### src/rtl/srtk_pkg.sv
// ----------------------------------------------------------------------------
// srtk_pkg
// Shared types and constants for the sorted top-K insert table.
// ----------------------------------------------------------------------------
`default_nettype none

package srtk_pkg;

  localparam int unsigned OPCODE_W = 2;
  localparam int unsigned SLOT_W   = 3;
  localparam int unsigned SCORE_W  = 32;
  localparam int unsigned TAG_W    = 24;
  localparam int unsigned POS_W    = 3;
  localparam int unsigned CHAR_W   = 8;
  localparam int unsigned TAG_PORT_CHARS = TAG_W / CHAR_W;

  typedef enum logic [OPCODE_W-1:0] {
    OP_LOAD   = 2'd0,
    OP_INSERT = 2'd1,
    OP_READ   = 2'd2,
    OP_QUERY  = 2'd3
  } op_e;

  // Commands from the sequencer to the datapath
  typedef struct packed {
    logic capture;  // latch the incoming item
    logic compare;  // register per-entry compare flags
    logic execute;  // update table, register the result
  } cmd_t;

endpackage

`default_nettype wire

### src/rtl/srtk_ctrl.sv
// ----------------------------------------------------------------------------
// srtk_ctrl
// Sequencer: accept an item, compare, execute, then hold the result.
// ----------------------------------------------------------------------------
`default_nettype none

module srtk_ctrl (
  input  wire logic          clk_i,
  input  wire logic          rst_ni,
  input  wire logic          in_valid_i,
  output logic               in_ready_o,
  output logic               out_valid_o,
  input  wire logic          out_ready_i,
  output srtk_pkg::cmd_t     cmd_o
);
  import srtk_pkg::*;

  typedef enum logic [3:0] {
    ST_IDLE = 4'b0001,
    ST_CMP  = 4'b0010,
    ST_EXEC = 4'b0100,
    ST_OUT  = 4'b1000
  } state_e;

  state_e state_q, state_d;

  always_comb begin
    state_d = state_q;
    unique case (state_q)
      ST_IDLE: begin
        if (in_valid_i) state_d = ST_CMP;
      end
      ST_CMP:  state_d = ST_EXEC;
      ST_EXEC: state_d = ST_OUT;
      ST_OUT: begin
        if (out_ready_i) state_d = ST_IDLE;
      end
      default: state_d = ST_IDLE;
    endcase
  end

  always_ff @(posedge clk_i or negedge rst_ni) begin
    if (!rst_ni) begin
      state_q <= ST_IDLE;
    end else begin
      state_q <= state_d;
    end
  end

  assign in_ready_o    = (state_q == ST_IDLE);
  assign out_valid_o   = (state_q == ST_OUT);
  assign cmd_o.capture = in_valid_i && (state_q == ST_IDLE);
  assign cmd_o.compare = (state_q == ST_CMP);
  assign cmd_o.execute = (state_q == ST_EXEC);

endmodule

`default_nettype wire

### src/rtl/srtk_datapath.sv
// ----------------------------------------------------------------------------
// srtk_datapath
// Entry cells with parallel compare and one-step shift, plus result register.
// ----------------------------------------------------------------------------
`default_nettype none

module srtk_datapath #(
  parameter int unsigned TABLE_ENTRIES = 8,
  parameter int unsigned TAG_CHARS     = 3
) (
  input  wire logic                           clk_i,
  input  wire logic                           rst_ni,
  input  wire srtk_pkg::cmd_t                 cmd_i,
  input  wire logic [srtk_pkg::OPCODE_W-1:0]  opcode_i,
  input  wire logic [srtk_pkg::SLOT_W-1:0]    slot_i,
  input  wire logic signed [srtk_pkg::SCORE_W-1:0] score_in_i,
  input  wire logic [srtk_pkg::TAG_W-1:0]     tag_in_i,
  output logic                                placed_o,
  output logic [srtk_pkg::POS_W-1:0]          position_o,
  output logic                                qualifies_o,
  output logic signed [srtk_pkg::SCORE_W-1:0] score_out_o,
  output logic [srtk_pkg::TAG_W-1:0]          tag_out_o
);
  import srtk_pkg::*;

  // TAG_CHARS tag characters are kept, but no more than the port carries
  localparam int unsigned TagChars  = (TAG_CHARS < TAG_PORT_CHARS) ? TAG_CHARS
                                                                   : TAG_PORT_CHARS;
  localparam int unsigned TagStoreW = TagChars * CHAR_W;

  logic signed [SCORE_W-1:0]   cell_score_q [TABLE_ENTRIES];
  logic [TagStoreW-1:0]        cell_tag_q   [TABLE_ENTRIES];

  op_e                         op_q;
  logic [SLOT_W-1:0]           slot_q;
  logic signed [SCORE_W-1:0]   score_q;
  logic [TagStoreW-1:0]        tag_q;
  logic [TABLE_ENTRIES-1:0]    le_q;
  logic                        gt_last_q;

  logic [TABLE_ENTRIES-1:0]    hit_before;
  logic [TABLE_ENTRIES-1:0]    first_hit;
  logic [TABLE_ENTRIES-1:0]    slot_match;
  logic [POS_W-1:0]            hit_pos;
  logic signed [SCORE_W-1:0]   rd_score;
  logic [TagStoreW-1:0]        rd_tag;

  logic                        placed_q;
  logic [POS_W-1:0]            position_q;
  logic                        qualifies_q;
  logic signed [SCORE_W-1:0]   score_out_q;
  logic [TAG_W-1:0]            tag_out_q;

  // Latch the item, then the compare flags against every cell
  always_ff @(posedge clk_i) begin
    if (cmd_i.capture) begin
      op_q    <= op_e'(opcode_i);
      slot_q  <= slot_i;
      score_q <= score_in_i;
      tag_q   <= tag_in_i[TagStoreW-1:0];
    end
    if (cmd_i.compare) begin
      for (int i = 0; i < TABLE_ENTRIES; i++) begin
        le_q[i] <= (cell_score_q[i] <= score_q);
      end
      gt_last_q <= (score_q > cell_score_q[TABLE_ENTRIES-1]);
    end
  end

  // First matching cell, its index and the slot decode
  always_comb begin
    hit_pos  = '0;
    rd_score = '0;
    rd_tag   = '0;
    for (int i = 0; i < TABLE_ENTRIES; i++) begin
      hit_before[i] = |(le_q & ((TABLE_ENTRIES)'(1) << i) - (TABLE_ENTRIES)'(1));
      first_hit[i]  = le_q[i] && !hit_before[i];
      slot_match[i] = (int'(slot_q) == i);
      if (first_hit[i]) hit_pos = hit_pos | POS_W'(i);
      if (slot_match[i]) begin
        rd_score = rd_score | cell_score_q[i];
        rd_tag   = rd_tag | cell_tag_q[i];
      end
    end
  end

  // Entry cells: load one, or shift below the landing point
  always_ff @(posedge clk_i or negedge rst_ni) begin
    if (!rst_ni) begin
      for (int i = 0; i < TABLE_ENTRIES; i++) begin
        cell_score_q[i] <= '0;
        cell_tag_q[i]   <= '0;
      end
    end else if (cmd_i.execute) begin
      for (int i = 0; i < TABLE_ENTRIES; i++) begin
        if (op_q == OP_LOAD && slot_match[i]) begin
          cell_score_q[i] <= score_q;
          cell_tag_q[i]   <= tag_q;
        end else if (op_q == OP_INSERT && first_hit[i]) begin
          cell_score_q[i] <= score_q;
          cell_tag_q[i]   <= tag_q;
        end else if (op_q == OP_INSERT && hit_before[i] && i > 0) begin
          cell_score_q[i] <= cell_score_q[(i > 0) ? i - 1 : 0];
          cell_tag_q[i]   <= cell_tag_q[(i > 0) ? i - 1 : 0];
        end
      end
    end
  end

  // Result register: fields unused by the operation read as zero
  always_ff @(posedge clk_i) begin
    if (cmd_i.execute) begin
      placed_q    <= (op_q == OP_INSERT) && (|le_q);
      position_q  <= (op_q == OP_INSERT) ? hit_pos : '0;
      qualifies_q <= (op_q == OP_QUERY) && gt_last_q;
      score_out_q <= (op_q == OP_READ) ? rd_score : '0;
      tag_out_q   <= (op_q == OP_READ) ? TAG_W'(rd_tag) : '0;
    end
  end

  assign placed_o    = placed_q;
  assign position_o  = position_q;
  assign qualifies_o = qualifies_q;
  assign score_out_o = score_out_q;
  assign tag_out_o   = tag_out_q;

endmodule

`default_nettype wire

### src/rtl/sorted_top_k_insert_table_unit.sv
// ----------------------------------------------------------------------------
// sorted_top_k_insert_table_unit
// Top-K table of (score, tag) entries kept in descending score order.
// ----------------------------------------------------------------------------
// Each item carries one operation: load an entry at a slot, insert a score
// ahead of the first entry whose score is less than or equal to it (the
// last entry drops out), read an entry at a slot, or query whether a score
// beats the last entry. Every item yields exactly one result item. On
// acceptance the item is latched, then the parallel compare of all
// entries is registered, then the entries shift and the result is
// registered. The result then waits for out_ready_i, and the next item
// can be accepted at the edge after the result is taken, so no new item
// is accepted before the last result is taken. After reset all entries
// are zero. Slots beyond the table are ignored on load and read as zero.
`default_nettype none

module sorted_top_k_insert_table_unit #(
  parameter int unsigned TABLE_ENTRIES = 8,
  parameter int unsigned TAG_CHARS     = 3
) (
  input  wire logic                                 clk_i,
  input  wire logic                                 rst_ni,
  input  wire logic                                 in_valid_i,
  output logic                                      in_ready_o,
  input  wire logic [srtk_pkg::OPCODE_W-1:0]        opcode_i,
  input  wire logic [srtk_pkg::SLOT_W-1:0]          slot_i,
  input  wire logic signed [srtk_pkg::SCORE_W-1:0]  score_in_i,
  input  wire logic [srtk_pkg::TAG_W-1:0]           tag_in_i,
  output logic                                      out_valid_o,
  input  wire logic                                 out_ready_i,
  output logic                                      placed_o,
  output logic [srtk_pkg::POS_W-1:0]                position_o,
  output logic                                      qualifies_o,
  output logic signed [srtk_pkg::SCORE_W-1:0]       score_out_o,
  output logic [srtk_pkg::TAG_W-1:0]                tag_out_o
);
  import srtk_pkg::*;

  cmd_t cmd;

  srtk_ctrl u_ctrl (
    .clk_i       (clk_i),
    .rst_ni      (rst_ni),
    .in_valid_i  (in_valid_i),
    .in_ready_o  (in_ready_o),
    .out_valid_o (out_valid_o),
    .out_ready_i (out_ready_i),
    .cmd_o       (cmd)
  );

  srtk_datapath #(
    .TABLE_ENTRIES (TABLE_ENTRIES),
    .TAG_CHARS     (TAG_CHARS)
  ) u_datapath (
    .clk_i       (clk_i),
    .rst_ni      (rst_ni),
    .cmd_i       (cmd),
    .opcode_i    (opcode_i),
    .slot_i      (slot_i),
    .score_in_i  (score_in_i),
    .tag_in_i    (tag_in_i),
    .placed_o    (placed_o),
    .position_o  (position_o),
    .qualifies_o (qualifies_o),
    .score_out_o (score_out_o),
    .tag_out_o   (tag_out_o)
  );

endmodule

`default_nettype wire

### config.mk
export PLATFORM = sky130hd
export DESIGN_NAME = sorted_top_k_insert_table_unit
export DESIGN_NICKNAME = d
export VERILOG_FILES = /design/src/rtl/srtk_pkg.sv /design/src/rtl/srtk_ctrl.sv /design/src/rtl/srtk_datapath.sv /design/src/rtl/sorted_top_k_insert_table_unit.sv
export SDC_FILE = /design/constraint.sdc
export NUM_CORES = 2
export LEC_CHECK = 0
export ABC_AREA = 0
export BUFFER_PORTS_ARGS = -buffer_cell sky130_fd_sc_hd__clkbuf_2
export CORE_UTILIZATION = 41
export CTS_BUF_LIST = sky130_fd_sc_hd__clkbuf_2
export DETAILED_ROUTE_END_ITERATION = 16
export GPL_TIMING_DRIVEN = 0
export HOLD_SLACK_MARGIN = 0.1
export PLACE_DENSITY_LB_ADDON = 0.12
export SYNTH_ARGS = -nofsm -noshare
export SYNTH_HDL_FRONTEND = slang
export SYNTH_SLANG_ARGS = --single-unit
### constraint.sdc
create_clock -name clk_i -period 6 [get_ports clk_i]
set_clock_uncertainty 0.15 [all_clocks]
set_input_delay 0.6 -clock clk_i [delete_from_list [all_inputs] [get_ports clk_i]]
set_output_delay 0.6 -clock clk_i [all_outputs]
set_load 0.02 [all_outputs]
## Word-level counts from Yosys, hierarchy flattened

Index checks and enable logic that the tools add are counted.

- Register bits: 583
- Bits of input ports: 65
- Output and inout port bits: 63
- Logic and storage cells: 204

- $lt $le $gt $ge: 9
- Equality and inequality tests: 16
- Muxes and demuxes: 72
- Bitwise gates (word level): 14
- Reductions and logical operators: 65

Operators with widths:

| kind | count |
|---|---|
| $mux 32 | 31 |
| $mux 24 | 31 |
| $le 32x32->1 | 8 |
| $or 32x32->32 | 7 |
| $or 24x24->24 | 7 |
| $gt 32x32->1 | 1 |
| $logic_and 1x1->1 | 32 |
| $reduce_bool 3->1 | 7 |
| $reduce_and 2->1 | 9 |
| $pmux 4 s4 | 1 |
| $eq 3x3->1 const B | 4 |
| $mux 3 | 4 |
| $mux 4 | 2 |
| $reduce_or 8->1 | 1 |
| $logic_not 1->1 | 7 |
| $reduce_or 7->1 | 1 |
| $eq 3x2->1 const B | 2 |
| $reduce_or 6->1 | 1 |
| $reduce_or 5->1 | 1 |
| $eq 2x2->1 const B | 2 |
| $eq 4x1->1 const B | 1 |
| $eq 4x2->1 const B | 1 |
| $eq 4x3->1 const B | 1 |
| $eq 4x4->1 const B | 1 |
| 12 further kinds | 13 |

## Depth between registers and ports, before layout

- Word-level depth: 16
- Depth in mapped cells: 10
- Mapped depth without buffers: 9

## Cells and area by module

Synthesis repeated with hierarchy kept, for this count alone.

- Cells, all modules: 3155
- Area, all modules: 33068.0 um^2

By module, submodules not included:

| module | times used | cells each | area an instance (um^2) | sequential area each (um^2) |
|---|---|---|---|---|
| srtk_datapath | 1 | 3135 | 32849.0 | 15144.5 |
| srtk_ctrl | 1 | 20 | 219.0 | 101.3 |

## Worst setup path after synthesis

Ideal clock, no wire load.

- Kind: reg-to-reg
- Start point: reg u_ctrl.state_q[3]
- End point: reg u_datapath.cell_score_q[240] in the netlist's numbering
- Setup time: 0.125 ns
- Data arrival time: 4.526 ns
- Data required time: 5.725 ns
- Path slack: 1.199 ns
- Stages on the path, launching flop included: 8
- Buffers on the path: 2
- Cell sequence: dfrtp_1 -> nand2b_1 -> nor3_2 -> nand2b_1 -> nor2_1 -> buf_2 -> buf_2 -> mux2_2

- Word-level cells in the longest chain between the ends: 2

Ends and longest elaborated chain:

| what | line | source |
|---|---|---|
| start, declared | srtk_ctrl.sv:25 | `state_e state_q, state_d;` |
| start signal, assigned | srtk_ctrl.sv:46 | `state_q <= state_d;` |
| $eq 4x3->1 | srtk_ctrl.sv:54 | `assign cmd_o.execute = (state_q == ST_EXEC);` |
| $reduce_and 2->1 (no source line) | -- |  |
| end signal, assigned by index | srtk_datapath.sv:97 | `cell_score_q[i] <= score_q;` |
| end signal, assigned by index | srtk_datapath.sv:100 | `cell_score_q[i] <= score_q;` |
| end signal, assigned by index | srtk_datapath.sv:103 | `cell_score_q[i] <= cell_score_q[(i > 0) ? i - 1 : 0];` |
| end, declared | srtk_datapath.sv:31 | `logic signed [SCORE_W-1:0] cell_score_q [TABLE_ENTRIES];` |

No other way between the ends.
A chain may end at the register's enable or synchronous reset.

## Worst setup path in the final report

- Start point: reg u_datapath.score_q[15]
- End point: reg u_datapath.le_q[1] (data pin)

- Word-level cells in the longest chain between the ends: 1

Ends and longest elaborated chain:

| what | line | source |
|---|---|---|
| start, declared | srtk_datapath.sv:36 | `logic signed [SCORE_W-1:0] score_q;` |
| start signal, assigned | srtk_datapath.sv:59 | `score_q <= score_in_i;` |
| $le 32x32->1 | srtk_datapath.sv:64 | `le_q[i] <= (cell_score_q[i] <= score_q);` |
| end signal, assigned by index | srtk_datapath.sv:64 |  |
| end, declared | srtk_datapath.sv:38 | `logic [TABLE_ENTRIES-1:0] le_q;` |

No other way between the ends.

==> run_results.csv <==
group,metric,value,unit
global_routing,track_usage,0.280,
synth,netlist_area,32800,um2
worst_setup_path,ff2ff_path_depth,10,
synth,synth_seq_cells,583,
floorplanning,coreArea,79100,um2
power_and_ir_drop,power_frac_comb,0.338,
synth,synthArstFlopShare,0.775,
worst_setup_path,crit_path_end_kind,"flop",
timing,fmax,0.206,GHz
global_routing,grt_max_degree,108,
power_and_ir_drop,internal_power,8320,uW
cts,cts-root-buf,"clkbuf_2",
layout,syn2layout_area_growth,15.4,%
layout,final_area,37900,um2
worst_setup_path,critPathBufInv,2,
synth,synth.area.mux_share,0.130,
worst_setup_path,crit_start,"u_datapath.score_q[15]$_DFFE_PP_",
cts,htree_levels,4,
synth,synthXorXnorAreaFrac,0.000801,
synth,synth.most_common_cell,"dfrtp_1",
worst_hold_path,hold_path_class,"input port to async pin",
synth,yosysWarnings,0,
drt,wirelength,114,mm
global_routing,grt_pass1_wl,172,mm
cts,cts_sinks,583,
synth,synthCells,3134,
floorplanning,io_pins,128,
cts,cts_tree,"yes",
synth,ys_top_cells_by_count,"dfrtp_1 (451), a21oi_1 (399), mux2i_1 (362)",
worst_setup_path,cp_slowest_cell,"nor4_1",
drt,wire_per_inst,24.0,um
worst_setup_path,critPathRequiredTime,6.96,ns
drt,ant_nets,0,
floorplanning,core.rowCount,103,
worst_setup_path,slowest_delay,1.13,ns
timing,period_share,0.809,
timing,grt_setup_unrepaired,"false",
timing,max_slew.worst_pin.slew,1.27,ns
synth,synth_top_area_share,0.344,
cts,cts.clk_slew.worst_paths,0.11,ns
synth,synth_compound_area_frac,0.179,
global_routing,antenna_found_initial,5,
synth,syn_avg_cell_area,10.5,um2
synth,synth_top_cell_by_area,"dfrtp_1",
status,status,"completed",
timing,tns,0,ns
synth,synth_area_leaders,"dfrtp_1 (34%), edfxtp_1 (12%), mux2i_1 (11%)",
worst_setup_path,crit_type,"flop to flop",
timing,fin_crit,4.85,ns
synth,yosys.area_share.simple,0.0881,
cts,clk-insertion-delay-late,1.42,ns
floorplanning,die-area,81100,um2
worst_setup_path,critical_path.startpoint_type,"flop",
power_and_ir_drop,clkPwrFrac,0.215,
floorplanning,die_height,285,um
worst_setup_path,r2r_end,"u_datapath.le_q[1]$_DFFE_PN_",
worst_setup_path,path_max_fanout,9,
synth,synth_top_flop_cell,"dfrtp_1",
timing,final_max_slew_viol_count,0,
global_routing,grt_pass1_vias,27900,
power_and_ir_drop,p_leak,0.0164,uW
cts,cts_buffer_depth,3,
run,cap_violations,0,
global_routing,overflow,0,
placed_design,dpl.hpwl,81.5,mm
synth,synth_seq_area_share,0.465,
worst_setup_path,crit_cells,10,
floorplanning,die_x,285,um
cts,numCtsBuffers,164,
power_and_ir_drop,seq_power_share,0.447,
timing,holdWs,0.246,ns
power_and_ir_drop,swShare,0.415,
synth,synth_fp_nets,3455,
power_and_ir_drop,switching_power,5890,uW
timing,maxSlewHeadroom,0.148,
synth,synth_adder_area_share,0.0977,
power_and_ir_drop,power_per_cell_area,375,nW/um2
worst_setup_path,ff2ff_setup_slack,1.15,ns
drt,via_count,27800,
drt,dr.pass1.iters,6,
worst_setup_path,rr_startpoint,"u_datapath.score_q[15]$_DFFE_PP_",
worst_setup_path,worstPathArrival,5.81,ns
synth,ys_types,63,
worst_setup_path,crit_chain,"clkbuf_1, inv_1, ha_1, nand4_1, nor4_1, a21boi_0, o31ai_1, o211ai_1, xnor2_1, o21ai_0",
placed_design,io_buffers,127,
placed_design,routabilityCongestion,0.925,
placed_design,placed_area,35000,um2
drt,drc_errors,0,
drt,avgViaCountPerCell,5.85,
floorplanning,start_util,0.415,
layout,finish.net_count,3889,
worst_setup_path,crit_family,"simple AND/OR/NAND/NOR gates",
power_and_ir_drop,ir_worst_vdd,0.274,mV
drt,drtIter0Drc,2608,
layout,final_layout_size_suffix_gt1_frac,0.152,
timing,setup_viol,0,
timing,report.final.hold_viol_count,0,
synth,synth_edf_count,131,
synth,synth_top_family_by_area,"compound AO/OA/AOI/OAI gates",
==> layout make-up <==
cell class                 instances  area (um2)
inverter                          53         199
clock inverter                    54         303
antenna                            6        15.0
multi-input combinational       2273       16300
fill                            7568       41300
timing repair buffer             268        2190
buffer                           225        1110
sequential                       583       15200
tap                             1050        1310
clock buffer                     242        1210
==> cell usage in the layout, fill, tap and decap left out, types with 113 or more instances in the layout <==
cell type      synthesis  final
nand2_1              154    154
nor2_1               353    353
a21oi_1              399    399
clkbuf_2               0    370
ha_1                 256    256
a22oi_1              113    113
edfxtp_1             131    131
mux2i_1              362    362
dfrtp_1              451    451
clkbuf_1             137    135
dlygate4sd3_1          0    128
==> power by group through the flow <==
| stage | Sequential, uW | Combinational [uW] | Clock [uW] |
|---|---|---|---|
| CTS | 6310 | 4780 | 3160 |
| finish | 6350 | 4810 | 3050 |
| detailed placement | 6380 | 4690 | 0 |
| global route | 6490 | 5350 | 3370 |
| global placement | 6370 | 4500 | 0 |
| floorplan | 6010 | 3300 | 0 |
==> what timing repair did <==
| action | in CTS | in global routing |
|---|---|---|
| hold buffers | 129 | 0 |
| endpoints found under the setup margin | 0 | 0 |
| gates resized for setup | 0 | 0 |
| hold endpoints to repair | 424 | 0 |
| buffers inserted | 0 | 0 |
==> worst register-to-register path, cell delays in order, from the launching register on <==
cell and delay, ns:
edfxtp_1 0.34, clkbuf_1 0.39, inv_1 0.33, ha_1 0.40, nand4_1 0.28, nor4_1 1.14, a21boi_0 0.53, o31ai_1 0.32
o211ai_1 0.24, xnor2_1 0.30, o21ai_0 0.18
==> kinds of logic (layout without fill, tap and decap cells) <==
logic type	count (synthesis)	in the layout
AOI/OAI and AO/OA	931	931
and+or+nand+nor	665	665
DFF	583	583
muxes	418	418
buffers and inverters	278	842
adders and majority gates	256	256
xor gates and xnor gates	3	3
other	0	6
==> per-layer routing <==
metal	GRT usage	up-vias	part of all wire
met5	0	-	0
met4	0.115	0	0.037
met3	0.0506	265	0.067
met2	0.435	1161	0.45
met1	0.384	13800	0.44
li1	-	12600	-
==> sequential cells by signal, indices dropped and copies added (netlist names), 4 cells and up <==
name                     count
u_ctrl.state_q               4
u_datapath.cell_score_q    256
u_datapath.cell_tag_q      192
u_datapath.le_q              8
u_datapath.score_out_o      32
u_datapath.score_q          32
u_datapath.tag_out_o        24
u_datapath.tag_q            24
==> worst max-delay path by stage <==
stage	to	slack [ns]
after global routing	u_datapath.le_q[1]$_DFFE_PN_	1.13
after floorplan	u_datapath.cell_score_q[240]$_DFFE_PN0P_	1.20
after detailed placement	u_datapath.le_q[1]$_DFFE_PN_	1.34
after global placement	u_datapath.cell_score_q[168]$_DFFE_PN0P_	-6.59
final	u_datapath.le_q[1]$_DFFE_PN_	1.15
after CTS	u_datapath.le_q[1]$_DFFE_PN_	1.30
==> through the flow <==
step | utilization | power, uW | worst slack [ns] | cells
after floorplan | - | 9310 | 1.20 | 3134
after global placement | 0.439 | 10900 | -6.59 | 4311
after detailed placement | 0.443 | 11100 | 1.34 | 4323
after CTS | 0.478 | 14300 | 1.30 | 4748
after global routing | 0.478 | 15200 | 1.13 | 4753
final | 0.478 | 14200 | 1.15 | 4754
(Power assumes the default switching activity.)
